===== config.mk =====
export PLATFORM = sky130hd
export DESIGN_NAME = three_level_bounded_priority_queue_top_flat
export DESIGN_NICKNAME = d
export VERILOG_FILES = /design/src/hdl/tbpq_pkg.sv /design/src/hdl/tbpq_req_if.sv /design/src/hdl/tbpq_rsp_if.sv /design/src/hdl/tbpq_levels.sv /design/src/hdl/tbpq_decide.sv /design/src/hdl/three_level_bounded_priority_queue_top.sv /design/src/flat_wrapper.sv
export SDC_FILE = /design/constraint.sdc
export NUM_CORES = 1
export LEC_CHECK = 0
export BUFFER_PORTS_ARGS = -buffer_cell sky130_fd_sc_hd__buf_2
export CORE_MARGIN = 5
export CORE_UTILIZATION = 57
export CTS_CLUSTER_SIZE = 30
export DETAILED_ROUTE_END_ITERATION = 7
export GPL_TIMING_DRIVEN = 0
export PLACE_DENSITY = 0.78
export SLEW_MARGIN = 5
export SYNTH_ARGS = -nofsm -noshare
export SYNTH_HDL_FRONTEND = slang
export SYNTH_SLANG_ARGS = --single-unit

===== constraint.sdc =====
create_clock -name clk -period 7.47 [get_ports clk]
set_input_delay 1.494 -clock clk [delete_from_list [all_inputs] [get_ports clk]]
set_output_delay 1.494 -clock clk [all_outputs]
set_load 0.01 [all_outputs]

===== src/hdl/tbpq_pkg.sv =====
// Package for the three-level bounded priority queue.
// Holds level depths, data and result types, and operation and status codes.
// Depends on nothing; every other file of the block refers to it by scoped names.
`timescale 1ns / 1ps

package tbpq_pkg;

	localparam int DATA_WIDTH = 32;
	localparam int LEVEL_COUNT = 3;
	localparam int LEVEL_ONE_DEPTH = 3;
	localparam int LEVEL_TWO_DEPTH = 2;
	localparam int LEVEL_THREE_DEPTH = 1;
	localparam int LEVEL_DEPTH [LEVEL_COUNT] = '{LEVEL_ONE_DEPTH, LEVEL_TWO_DEPTH,
		LEVEL_THREE_DEPTH};

	typedef logic signed [DATA_WIDTH-1:0] data_t;
	typedef logic [1:0] level_t;
	typedef logic [1:0] status_t;
	typedef logic kind_t;

	localparam kind_t KIND_INSERT = 1'b0;
	localparam kind_t KIND_REMOVE = 1'b1;

	localparam level_t LEVEL_NONE = 2'd0;
	localparam level_t LEVEL_ONE = 2'd1;
	localparam level_t LEVEL_TWO = 2'd2;
	localparam level_t LEVEL_THREE = 2'd3;

	localparam status_t STATUS_INSERTED = 2'd0;
	localparam status_t STATUS_OVERFLOW = 2'd1;
	localparam status_t STATUS_REMOVED = 2'd2;
	localparam status_t STATUS_UNDERFLOW = 2'd3;

	typedef struct packed {
		logic [LEVEL_COUNT-1:0] full;
		logic [LEVEL_COUNT-1:0] nonempty;
	} level_flags_t;

	typedef struct packed {
		logic [LEVEL_COUNT-1:0] push;
		logic [LEVEL_COUNT-1:0] pop;
		data_t word;
	} level_op_t;

	typedef struct packed {
		status_t status;
		level_t placed_level;
		data_t removed_value;
	} result_t;

endpackage


===== src/hdl/tbpq_req_if.sv =====
// Request channel of the priority queue: valid/ready handshake with the operation payload.
// Depends on tbpq_pkg for the field types.
`timescale 1ns / 1ps

interface tbpq_req_if;
	logic valid;
	logic ready;
	tbpq_pkg::kind_t kind;
	tbpq_pkg::data_t entry_value;
	tbpq_pkg::level_t wanted_level;

	modport source (output valid, output kind, output entry_value, output wanted_level,
		input ready);
	modport sink (input valid, input kind, input entry_value, input wanted_level,
		output ready);
endinterface


===== src/hdl/tbpq_rsp_if.sv =====
// Response channel of the priority queue: valid/ready handshake with the result payload.
// Depends on tbpq_pkg for the field types.
`timescale 1ns / 1ps

interface tbpq_rsp_if;
	logic valid;
	logic ready;
	tbpq_pkg::status_t status;
	tbpq_pkg::level_t placed_level;
	tbpq_pkg::data_t removed_value;

	modport source (output valid, output status, output placed_level, output removed_value,
		input ready);
	modport sink (input valid, input status, input placed_level, input removed_value,
		output ready);
endinterface


===== src/hdl/tbpq_levels.sv =====
// Storage of the three FIFO levels: data words, head pointers and fill counts.
// Depends on tbpq_pkg for depths, the operation struct and the flag struct.
`timescale 1ns / 1ps

module tbpq_levels (
	input  logic                   clk,
	input  logic                   arst_n,
	input  tbpq_pkg::level_op_t    op,
	output tbpq_pkg::level_flags_t flags,
	output tbpq_pkg::data_t        head_word [tbpq_pkg::LEVEL_COUNT]
);

	for (genvar g = 0; g < tbpq_pkg::LEVEL_COUNT; g++) begin : g_level
		localparam int D = tbpq_pkg::LEVEL_DEPTH[g];
		localparam int IW = (D > 1) ? $clog2(D) : 1;
		localparam int FW = $clog2(D + 1);
		localparam int SW = ((IW > FW) ? IW : FW) + 1;

		tbpq_pkg::data_t store_q [D];
		logic [IW-1:0] head_q;
		logic [FW-1:0] fill_q;
		logic [SW-1:0] tail_sum;
		logic [IW-1:0] tail;

		always_comb begin
			tail_sum = SW'(head_q) + SW'(fill_q);
			tail = (tail_sum >= SW'(D)) ? IW'(tail_sum - SW'(D)) : IW'(tail_sum);
		end

		always_ff @(posedge clk or negedge arst_n) begin
			if (!arst_n) begin
				head_q <= '0;
				fill_q <= '0;
			end else if (op.push[g]) begin
				fill_q <= fill_q + 1'b1;
			end else if (op.pop[g]) begin
				head_q <= (head_q == IW'(D - 1)) ? '0 : head_q + 1'b1;
				fill_q <= fill_q - 1'b1;
			end
		end

		always_ff @(posedge clk) begin
			if (op.push[g]) begin
				store_q[tail] <= op.word;
			end
		end

		assign flags.full[g] = (fill_q == FW'(D));
		assign flags.nonempty[g] = (fill_q != '0);
		assign head_word[g] = store_q[head_q];
	end

endmodule


===== src/hdl/tbpq_decide.sv =====
// Decision logic of the priority queue: level selection with demotion on insert,
// selection of the lowest-numbered nonempty level on remove, and the result fields. Depends on tbpq_pkg.
`timescale 1ns / 1ps

module tbpq_decide (
	input  tbpq_pkg::kind_t        kind,
	input  tbpq_pkg::data_t        entry_value,
	input  tbpq_pkg::level_t       wanted_level,
	input  tbpq_pkg::level_flags_t flags,
	input  tbpq_pkg::data_t        head_word [tbpq_pkg::LEVEL_COUNT],
	output tbpq_pkg::level_op_t    op,
	output tbpq_pkg::result_t      result
);

	tbpq_pkg::level_t lvl;

	always_comb begin
		op.push = '0;
		op.pop = '0;
		op.word = entry_value;
		result.status = tbpq_pkg::STATUS_UNDERFLOW;
		result.placed_level = tbpq_pkg::LEVEL_NONE;
		result.removed_value = '0;
		lvl = (wanted_level == tbpq_pkg::LEVEL_NONE) ? tbpq_pkg::LEVEL_THREE : wanted_level;

		if (kind == tbpq_pkg::KIND_INSERT) begin
			if (lvl == tbpq_pkg::LEVEL_ONE && flags.full[0]) begin
				lvl = tbpq_pkg::LEVEL_TWO;
			end
			if (lvl == tbpq_pkg::LEVEL_TWO && flags.full[1]) begin
				lvl = tbpq_pkg::LEVEL_THREE;
			end
			if (lvl == tbpq_pkg::LEVEL_THREE && flags.full[2]) begin
				result.status = tbpq_pkg::STATUS_OVERFLOW;
			end else begin
				result.status = tbpq_pkg::STATUS_INSERTED;
				result.placed_level = lvl;
				case (lvl)
					tbpq_pkg::LEVEL_ONE: op.push[0] = 1'b1;
					tbpq_pkg::LEVEL_TWO: op.push[1] = 1'b1;
					default: op.push[2] = 1'b1;
				endcase
			end
		end else if (flags.nonempty[0]) begin
			op.pop[0] = 1'b1;
			result.status = tbpq_pkg::STATUS_REMOVED;
			result.placed_level = tbpq_pkg::LEVEL_ONE;
			result.removed_value = head_word[0];
		end else if (flags.nonempty[1]) begin
			op.pop[1] = 1'b1;
			result.status = tbpq_pkg::STATUS_REMOVED;
			result.placed_level = tbpq_pkg::LEVEL_TWO;
			result.removed_value = head_word[1];
		end else if (flags.nonempty[2]) begin
			op.pop[2] = 1'b1;
			result.status = tbpq_pkg::STATUS_REMOVED;
			result.placed_level = tbpq_pkg::LEVEL_THREE;
			result.removed_value = head_word[2];
		end
	end

endmodule


===== src/hdl/three_level_bounded_priority_queue_top.sv =====
// Top level of the three-level bounded priority queue with demotion.
// Depends on tbpq_pkg, tbpq_req_if, tbpq_rsp_if, tbpq_levels and tbpq_decide.
//
//   Channel  Modport  Transaction payload
//   req      sink     kind, entry_value, wanted_level
//   rsp      source   status, placed_level, removed_value
//
// Each request transaction is held in an input register, is decided against the
// level state and is loaded into the result register when the input register advances.
// One transaction per cycle is sustained while the response is not stalled; a stalled
// response keeps the result register and then the input register waiting.
// The level state and the result are written at the same edge, so a following request
// sees the updated queue. Reset empties all levels and both pipeline registers.
// A stalled response holds the pipeline, and req.ready falls only when both stages are full.
`timescale 1ns / 1ps

module three_level_bounded_priority_queue_top (
	input  logic            clk,
	input  logic            arst_n,
	tbpq_req_if.sink        req,
	tbpq_rsp_if.source      rsp
);

	logic                   valid_s1;
	tbpq_pkg::kind_t        kind_s1;
	tbpq_pkg::data_t        value_s1;
	tbpq_pkg::level_t       level_s1;
	logic                   valid_s2;
	tbpq_pkg::result_t      result_s2;
	logic                   advance;
	tbpq_pkg::level_flags_t flags;
	tbpq_pkg::data_t        head_word [tbpq_pkg::LEVEL_COUNT];
	tbpq_pkg::level_op_t    op_raw;
	tbpq_pkg::level_op_t    op;
	tbpq_pkg::result_t      result;

	assign advance = valid_s1 && (!valid_s2 || rsp.ready);
	assign req.ready = !valid_s1 || advance;

	always_comb begin
		op = op_raw;
		op.push = advance ? op_raw.push : '0;
		op.pop = advance ? op_raw.pop : '0;
	end

	tbpq_decide u_decide (
		.kind         (kind_s1),
		.entry_value  (value_s1),
		.wanted_level (level_s1),
		.flags        (flags),
		.head_word    (head_word),
		.op           (op_raw),
		.result       (result)
	);

	tbpq_levels u_levels (
		.clk       (clk),
		.arst_n    (arst_n),
		.op        (op),
		.flags     (flags),
		.head_word (head_word)
	);

	always_ff @(posedge clk or negedge arst_n) begin
		if (!arst_n) begin
			valid_s1 <= 1'b0;
			valid_s2 <= 1'b0;
		end else begin
			if (req.ready) begin
				valid_s1 <= req.valid;
			end
			if (advance) begin
				valid_s2 <= 1'b1;
			end else if (rsp.ready) begin
				valid_s2 <= 1'b0;
			end
		end
	end

	always_ff @(posedge clk) begin
		if (req.ready && req.valid) begin
			kind_s1 <= req.kind;
			value_s1 <= req.entry_value;
			level_s1 <= req.wanted_level;
		end
		if (advance) begin
			result_s2 <= result;
		end
	end

	assign rsp.valid = valid_s2;
	assign rsp.status = result_s2.status;
	assign rsp.placed_level = result_s2.placed_level;
	assign rsp.removed_value = result_s2.removed_value;

`ifndef NO_ASSERTIONS
	a_single_level_op: assert property (@(posedge clk) disable iff (!arst_n)
		$onehot0({op.push, op.pop}))
		else $error("More than one level is written or read in one cycle.");

	a_ready_only_on_stall: assert property (@(posedge clk) disable iff (!arst_n)
		!req.ready |-> (valid_s1 && valid_s2 && !rsp.ready))
		else $error("Request side stalled without a full pipeline.");

	a_level_one_filled: assert property (@(posedge clk) disable iff (!arst_n)
		(advance && result.status == tbpq_pkg::STATUS_INSERTED &&
		result.placed_level == tbpq_pkg::LEVEL_ONE) |=> flags.nonempty[0])
		else $error("Insert into level one left it empty.");

	a_no_entry_result: assert property (@(posedge clk) disable iff (!arst_n)
		(valid_s2 && (result_s2.status == tbpq_pkg::STATUS_OVERFLOW ||
		result_s2.status == tbpq_pkg::STATUS_UNDERFLOW)) |->
		(result_s2.placed_level == tbpq_pkg::LEVEL_NONE && result_s2.removed_value == '0))
		else $error("Refused or empty result carries a level or a data word.");
`endif

endmodule

===== src/flat_wrapper.sv =====
// flat-port wrapper written by rule: the top's interface ports become plain ports
module three_level_bounded_priority_queue_top_flat 
  (clk, arst_n, req_valid, req_kind, req_entry_value, req_wanted_level, req_ready, rsp_valid, rsp_status, rsp_placed_level, rsp_removed_value, rsp_ready);
  tbpq_req_if req_i ();
  tbpq_rsp_if rsp_i ();
  input  logic clk;
  input  logic arst_n;
  input wire logic [$bits(req_i.valid)-1:0] req_valid;
  input wire logic [$bits(req_i.kind)-1:0] req_kind;
  input wire logic [$bits(req_i.entry_value)-1:0] req_entry_value;
  input wire logic [$bits(req_i.wanted_level)-1:0] req_wanted_level;
  output wire logic [$bits(req_i.ready)-1:0] req_ready;
  output wire logic [$bits(rsp_i.valid)-1:0] rsp_valid;
  output wire logic [$bits(rsp_i.status)-1:0] rsp_status;
  output wire logic [$bits(rsp_i.placed_level)-1:0] rsp_placed_level;
  output wire logic [$bits(rsp_i.removed_value)-1:0] rsp_removed_value;
  input wire logic [$bits(rsp_i.ready)-1:0] rsp_ready;
  assign req_i.valid = req_valid;
  assign req_i.kind = req_kind;
  assign req_i.entry_value = req_entry_value;
  assign req_i.wanted_level = req_wanted_level;
  assign req_ready = req_i.ready;
  assign rsp_valid = rsp_i.valid;
  assign rsp_status = rsp_i.status;
  assign rsp_placed_level = rsp_i.placed_level;
  assign rsp_removed_value = rsp_i.removed_value;
  assign rsp_i.ready = rsp_ready;
  three_level_bounded_priority_queue_top u_core (.clk(clk), .arst_n(arst_n), .req(req_i), .rsp(rsp_i));
endmodule

==> results.md, run 1 <==
* Final net count at 786
* Core Box Area at 17,900 sq um
* Worst Path Arrival at 4.72 ns
* Met3 usage in global routing at 0.0351
* Hold-fix buffer count after cts at 0
* Flops & latches, synth at 273
* Relative slew slack at 0.237
* Post-DP HPWL at 13,500 um
* Post-CTS Setup Inserts at 0
* Worst reg2reg setup slack at 2.97 ns
* H-Tree Level Count at 1
* Clock slew at reported path FFs at 0.06 ns
* Vias/cell at 6.01
* Power density over the cells at 351 nW/um^2
* Period utilization at 0.602
* Netlist Area Pre-Place at 10,300 sq um
* Largest net degree at the start of global routing at 29
* Final GP Congestion at 0.839
* Total GRT Usage at 0.208
* GR peak layer: met2
* CTS Sinks at 273
* Seq/Total Area, Yosys at 0.792
* CP max FO at 10
* GR Util met2 at 0.354
* Resize count post-CTS at 0
* Die width at 144 um
* Slew Limit Fails at 0
* VDD IR max at 0.000223 V
* Gr ovfl total at 0
* M1 GR Usage at 0.279
* Required @ worst endpoint at 7.69 ns
* Post-route antenna net violation count at 0
* Boundary pin count at 77
* Clk buf depth at 3
* Area grow syn2layout at 17.5%
* MaxCap Viol Count at 0
* Worst Tran Pin Value at 1.14 ns
* Synth unique cells at 43
* Antenna diode count at 0
* Detailed Routing Iterations Pass 1 at 5
* Total power at 4.24 mW
* Initial Utilization at 0.575
* Worst Hold Depth at 2
* WL/cell at 21.7 um
* Lkg Pwr at 4.33 nW
* Hold Path Sink: u_core.rsp.valid
* Gate count after technology mapping at 619
* Status: finished clean
* Worst skew pair latency at 0.52 ns
* CTS tree: done
* RR Endpoint: u_core.u_levels.g_level[0].store_q[2][15]
* CP endpoint kind: register
* Post-layout min period at 4.50 ns
* CP Launch Type: register
* Hold Fails Final Rpt at 0
* Worst R2R Start: u_core.u_levels.g_level[0].head_q[1]
* Setup Crit Path Kind: reg2reg
* RSZ-0062 raised after global routing: false
* Clock skew at 0.00790 ns
* Full die area at 20,800 sq um
* Initial antenna violation count at 0
* Post-Syn Area per Cell at 16.6 sq um
* Final wirelength at 21,500 um
* First-pass GRT wire length at 32,800 um
* Hold Startpoint: u_core.rsp.valid
* Syn_nets at 661
* Achievable frequency at 222 MHz
* Rows at 49
* Layout cell share with drive strength beyond 1 at 0.222
* Die span in y at 144 um
* Vias in the first global route at 5,967
* Worst hold path class: reg2reg
* Total number of vias at 5,953
* # port buffers at 76
* Clock buffers created by TritonCTS at 27
* R2R depth at 12
* Clock Tree Root: clkbuf_16
* Yosys warning count at 0
* Drt initial violations at 615
* Min Hold Slack at 0.533 ns
* Drc violations at 0
* Final setup fails at 0
==> worst max path at each step <==
stage | start | to | slack (ns)
global route | u_core.u_levels.g_level[0].head_q[1] | u_core.u_levels.g_level[0].store_q[2][15] | 2.75
global placement | u_core.u_levels.g_level[0].head_q[1] | u_core.u_levels.g_level[0].store_q[2][7] | -1.72
finish | u_core.u_levels.g_level[0].head_q[1] | u_core.u_levels.g_level[0].store_q[2][15] | 2.97
floorplan | rsp_ready | u_core.u_levels.g_level[0].store_q[2][0] | 1.49
detailed placement | u_core.u_levels.g_level[0].head_q[1] | u_core.u_levels.g_level[0].store_q[2][7] | 3.09
CTS | u_core.u_levels.g_level[0].head_q[1] | u_core.u_levels.g_level[0].store_q[2][15] | 3.04
==> per-layer routing <==
layer	part of all wire	wire length (um)
met1	0.39	8410
met4	0.027	586
met3	0.083	1790
met2	0.50	10700
met5	0	0
==> final cells by class <==
class | count | area (sq um)
plain buffers | 37 | 178
fillers | 1169 | 5810
multi-input cells | 297 | 1960
flip-flops and latches | 273 | 8150
well taps | 229 | 287
clock buffers | 29 | 683
inverters | 12 | 45.0
repair buffers | 96 | 597
clock inverters | 18 | 194
==> worst max-delay path, stage by stage, from the launching register on <==
cell      delay [ns]
dfrtp_1         0.42
clkbuf_1        0.43
clkbuf_1        0.55
inv_1           0.14
fa_1            0.53
inv_1           0.08
ha_1            0.13
inv_1           0.04
and3_1          0.19
nor4b_2         1.00
buf_4           0.33
buf_4           0.17
buf_4           0.17
==> flip-flops by register name, summed over array words and instances, names as in the netlist <==
register,flops
u_core.value_s1,32
u_core.rsp.valid,1
u_core.rsp.placed_level,2
u_core.u_levels.g_level.store_q,192
u_core.kind_s1,1
u_core.rsp.status,2
u_core.rsp.removed_value,32
u_core.u_levels.g_level.head_q,3
u_core.level_s1,2
u_core.valid_s1,1
u_core.u_levels.g_level.fill_q,5
==> placed cells by master, fill, tap and decap left out, types with 3 or more instances in the layout <==
master,Yosys,final
edfxtp_1,263,263
buf_2,16,92
nor2_1,68,68
mux2i_1,66,66
a21oi_1,37,37
a31oi_1,33,33
o22ai_1,32,32
clkbuf_16,0,27
clkbuf_1,17,19
buf_4,1,15
inv_1,12,11
nand2_1,10,10
dfrtp_1,10,10
o21ai_0,9,9
clkinv_2,0,8
buf_12,0,5
nand2b_1,4,4
bufinv_16,0,4
buf_6,2,3
nor3_1,3,3
xor2_1,3,3
clkinvlp_4,0,3
clkinv_1,0,3
==> cells in the mapped netlist, drive strengths merged <==
library cell | number | area (sq um)
o2bb2ai | 1 | 8.76
edfxtp | 263 | 7900
o211ai | 2 | 15.0
nand2 | 10 | 37.5
o41ai | 1 | 8.76
nor4 | 1 | 6.26
a21oi | 37 | 185
or3 | 1 | 6.26
and2 | 1 | 6.26
mux2i | 66 | 661
a32oi | 1 | 8.76
dfrtp | 10 | 250
fa | 1 | 20.0
clkbuf | 17 | 63.8
and4b | 1 | 10.0
xor2 | 3 | 26.3
nand4 | 1 | 6.26
nor3b | 1 | 7.51
o22ai | 32 | 200
or2 | 3 | 21.3
nor2b | 4 | 25.0
a21o | 1 | 7.51
ha | 2 | 25.0
a31oi | 33 | 206
nand4b | 1 | 8.76
nor2 | 68 | 255
nand2b | 4 | 25.0
nand3 | 2 | 10.0
o21ai | 9 | 45.0
a22oi | 1 | 7.51
inv | 12 | 45.0
buf | 20 | 114
nor3 | 4 | 31.3
nor4b | 2 | 17.5
o31ai | 1 | 7.51
and3 | 1 | 6.26
a21bo | 1 | 10.0
==> report_power, final <==
group	internal [mW]	switching, mW	total [mW]
clock network	0.796	0.531	1.33
registers	1.85	0.0587	1.91
logic	0.373	0.638	1.01
total	3.02	1.23	4.24
==> stage by stage <==
stage                     std cells  utilization  worst slack (ns)  TNS [ns]  area (sq um)
after floorplan                 619            -              1.49         0         10300
after global placement          924        0.612             -1.72   -126.72         11000
after detailed placement        944        0.626              3.09         0         11200
after CTS                       991        0.675              3.04         0         12100
after global routing            991        0.675              2.75         0         12100
final                           991        0.675              2.97         0         12100
==> kinds of logic (layout without fill, tap and decap cells) <==
group | Yosys count | after routing | synth area share
AO/OA/AOI/OAI | 120 | 120 | 0.0690
XOR/XNOR | 3 | 3 | 0.00255
adder cells (fa/ha/maj) | 3 | 3 | 0.00438
buffers and inverters | 49 | 192 | 0.0216
flip-flops | 273 | 273 | 0.792
multiplexers | 66 | 66 | 0.0642
AND/OR/NAND/NOR | 105 | 105 | 0.0467
(Power assumes the default switching activity.)
==> inputs of run 2 (changes only) <==
--- a/config.mk
+++ b/config.mk
@@ -5,9 +5,10 @@
 export SDC_FILE = /design/constraint.sdc
 export NUM_CORES = 1
 export LEC_CHECK = 0
+export ABC_AREA = 1
 export BUFFER_PORTS_ARGS = -buffer_cell sky130_fd_sc_hd__buf_2
 export CORE_MARGIN = 5
-export CORE_UTILIZATION = 57
+export CORE_UTILIZATION = 54
 export CTS_CLUSTER_SIZE = 30
 export DETAILED_ROUTE_END_ITERATION = 7
 export GPL_TIMING_DRIVEN = 0
==> constraint.sdc (replaced) <==
create_clock -name clk -period 3.77 [get_ports clk]
set_input_delay 0.754 -clock clk [delete_from_list [all_inputs] [get_ports clk]]
set_output_delay 0.754 -clock clk [all_outputs]
set_load 0.01 [all_outputs]
==> run 2 against run 1 <==
- die area rose by 7.9%
- synthesized area rose by 2.7%
- global-route usage fell by 1.1 points
- clock power rose by 95%
- critical path type unchanged
- largest power group unchanged
==> results.md, run 2 <==
* Total GRT Usage at 0.198 (-0.0108)
* H-Tree Level Count at 1 (unchanged)
* Final wirelength at 22,200 um (+3.1%)
* Most common cell in the netlist: edfxtp_1
* Total number of vias at 6,353 (+6.7%)
* RSZ-0062 raised after global routing: false
* Post-DP HPWL at 13,400 um (-0.47%)
* Placed cell areas at 11,500 sq um (+2.3%)
* Full die area at 22,500 sq um (+7.9%)
* Commonest cells after routing, fill and taps aside: edfxtp_1, nand2_1, buf_2
* MaxCap Viol Count at 0 (unchanged)
* Core Box Area at 19,400 sq um (+8.4%)
* CP max FO at 16 (+6)
* Power density over the cells at 729 nW/um^2 (+110%)
* Clock buffers created by TritonCTS at 27 (unchanged)
* Yosys warning count at 0 (unchanged)
* Seq/Total Area, Yosys at 0.770 (-0.0212)
* # port buffers at 76 (unchanged)
* Post-layout min period at 3.32 ns (-1.17 ns)
* Final instance area at 12,400 sq um (+2.4%)
* Clock skew at 0.00840 ns (+0.000500 ns)
* Clk buf depth at 3 (unchanged)
* Clock Tree Root: clkbuf_16
* CTS Sinks at 273 (unchanged)
* Netlist Area Pre-Place at 10,600 sq um (+2.7%)
* Final GP Congestion at 0.781 (-6.9%)
* Flops & latches, synth at 273 (unchanged)
* Worst Path Buf+Inv at 6 (-2)
* Rows at 51 (+4.1%)
* Initial antenna violation count at 0 (unchanged)
* Layout cell share with drive strength beyond 1 at 0.210 (-0.0122)
* Reg with most FFs: u_core.u_levels.g_level.store_q
* WL/cell at 19.1 um (-12%)
* Largest net degree at the start of global routing at 36 (+24%)
* Boundary pin count at 77 (unchanged)
* Setup Crit Path Kind: reg2reg
* Setup TNS at 0 ns (unchanged)
* Vias/cell at 5.47 (-9.0%)
* Status: finished clean
* Max reg flops at 192 (unchanged)
* CP Launch Type: register
* Final net count at 920 (+17%)
* Lkg Pwr at 4.63 nW (+6.9%)
* Most instantiated cells after synthesis: edfxtp_1, nand2_1, nand3_1
* Die span in y at 150 um (+3.9%)
* CP endpoint kind: register
* Relative slew slack at 0.427 (+0.191)
* Utilization after layout at 0.638 (-0.0370)
* Drc violations at 0 (unchanged)
* Number of synthesized flops with an enable pin at 263 (unchanged)
* Most common cell after layout, fill and taps aside: edfxtp_1
* Crit path cell chain: buf_2 -> clkinv_1 -> buf_2 -> fa_1 -> inv_1 -> ha_1 -> inv_1 -> nand2_1 -> o21ai_0 -> nand2_1 -> nor2_4 -> buf_12
* Achievable frequency at 301 MHz (+35%)
* Drt initial violations at 637 (+3.6%)
* Storage cell area at 8150 sq um (unchanged)
* Largest stage delay, worst path at 0.56 ns (-0.44 ns)
* Syn_nets at 805 (+22%)
* Area grow syn2layout at 17.1%
* Worst hold path class: in2async
* First-pass GRT wire length at 34,000 um (+3.6%)
* Worst skew pair latency at 0.52 ns (about the same)
* Synth unique cells at 28 (-35%)
* Slowest cell on the critical path: fa_1
* Async S/R FF share, synth at 0.0366 (unchanged)
* Synth area leaders: edfxtp_1, nand2_1, nand3_1, o211ai_2, o21ai_0
* Slew Limit Fails at 0 (unchanged)
* Hold Fails Final Rpt at 0 (unchanged)
* CTS tree: done
* Synth area leader: edfxtp_1
* Cell family with most CP delay: buffers and inverters
* Gate count after technology mapping at 763 (+23%)
* Initial Utilization at 0.545 (-0.0298)
* Period utilization at 0.881 (+0.279)
* Vias in the first global route at 6,322 (+5.9%)
* VDD IR max at 0.000324 V (+45%)
* Required @ worst endpoint at 4.00 ns (-3.69 ns)
* Primary FF master, synth: edfxtp_1
* Detailed Routing Iterations Pass 1 at 5 (unchanged)
* Final setup fails at 0 (unchanged)
* Die width at 150 um (+3.9%)
* Post-route antenna net violation count at 0 (unchanged)
* Min Hold Slack at 0.107 ns (-0.426 ns)
* Worst Path Arrival at 3.55 ns (-1.17 ns)
* Post-Syn Area per Cell at 13.9 sq um (-17%)
* Gr ovfl total at 0 (unchanged)
* FILL cells at 1,391 (+19%)
* Antenna diode count at 0 (unchanged)
* Worst Tran Pin Value at 0.858 ns (-0.284 ns)
* Area of the multi-input gates at 2060 sq um (+5.4%)
* Clock slew at reported path FFs at 0.06 ns (about the same)
* Yosys top cell area share at 0.747 (-0.0205)
==> run 2: cell count changes after synthesis, moves of 12 or more <==
cell	change
o211ai_2	+29
o22ai_1	-30
nor2_1	-24
inv_1	+41
a31oi_1	-33
nand3_1	+72
o21ai_0	+49
nand2_1	+149
o21ai_1	+12
mux2i_1	-66
a21oi_1	-34
==> run 2: metrics by stage <==
stage                     worst slack [ns]  power, mW  instances
final                                0.448       9.02       1162
after global routing                 0.227       9.45       1162
after CTS                           0.0670       9.03       1158
after detailed placement            0.0975       6.45       1110
after global placement               -1.51       6.30       1104
after floorplan                    -0.0299       5.56        763
==> run 2: routing by layer <==
layer / part of all wire / global-route usage / vias up
met1: 0.41 / 0.272 / 3063
met5: 0 / 0 / -
met2: 0.49 / 0.323 / 293
met4: 0.025 / 0.0691 / 0
li1: - / - / 2945
met3: 0.081 / 0.0327 / 52
==> run 2: what timing repair did <==
action,4_1_cts,5_1_grt
gates resized for setup,0,0
buffers inserted,0,4
endpoints found under the setup margin,0,67
hold endpoints to repair,0,0
hold buffers,0,0
==> run 2: logic make-up (layout without fill, tap and decap cells) <==
group,after synthesis,after routing,synth area share
buffers and inverters,92,226,0.0383
xor gates and xnor gates,3,3,0.00248
adders and majority gates,3,3,0.00426
DFF,273,273,0.770
AOI/OAI and AO/OA,108,108,0.0729
and+or+nand+nor,284,284,0.112
==> run 2: layout make-up <==
cell class | instances | share of cell area
inverter | 54 | 0.0164
clock inverter | 18 | 0.0136
multi-input combinational | 398 | 0.167
timing repair buffer | 86 | 0.0467
clock buffer | 30 | 0.0555
buffer | 38 | 0.0164
sequential | 273 | 0.658
tap | 265 | 0.0268
==> run 2: final timing paths <==
path / start / to / slack (ns) / cells after the start
max: u_core.u_levels.g_level[0].head_q[1] / u_core.u_levels.g_level[0].store_q[1][5] / 0.45 / 12
min: arst_n / u_core.u_levels.g_level[1].fill_q[1] / 0.11 / 1
max reg2reg: u_core.u_levels.g_level[0].head_q[1] / u_core.u_levels.g_level[0].store_q[1][5] / 0.45 / 12
min reg2reg: u_core.kind_s1 / u_core.rsp.status[1] / 0.53 / 0
max in group asynchronous: arst_n / u_core.u_levels.g_level[1].fill_q[0] / 3.43 / 1
min in group clk: req_entry_value[14] / u_core.value_s1[14] / 0.40 / 1
==> run 2: power breakdown <==
group	internal, mW	leakage [nW]	total, mW	switching [mW]
Sequential	3.75	2.55	3.88	0.132
Clock	1.51	0.411	2.59	1.08
Combinational	0.801	1.67	2.55	1.75
Total	6.06	4.63	9.02	2.96
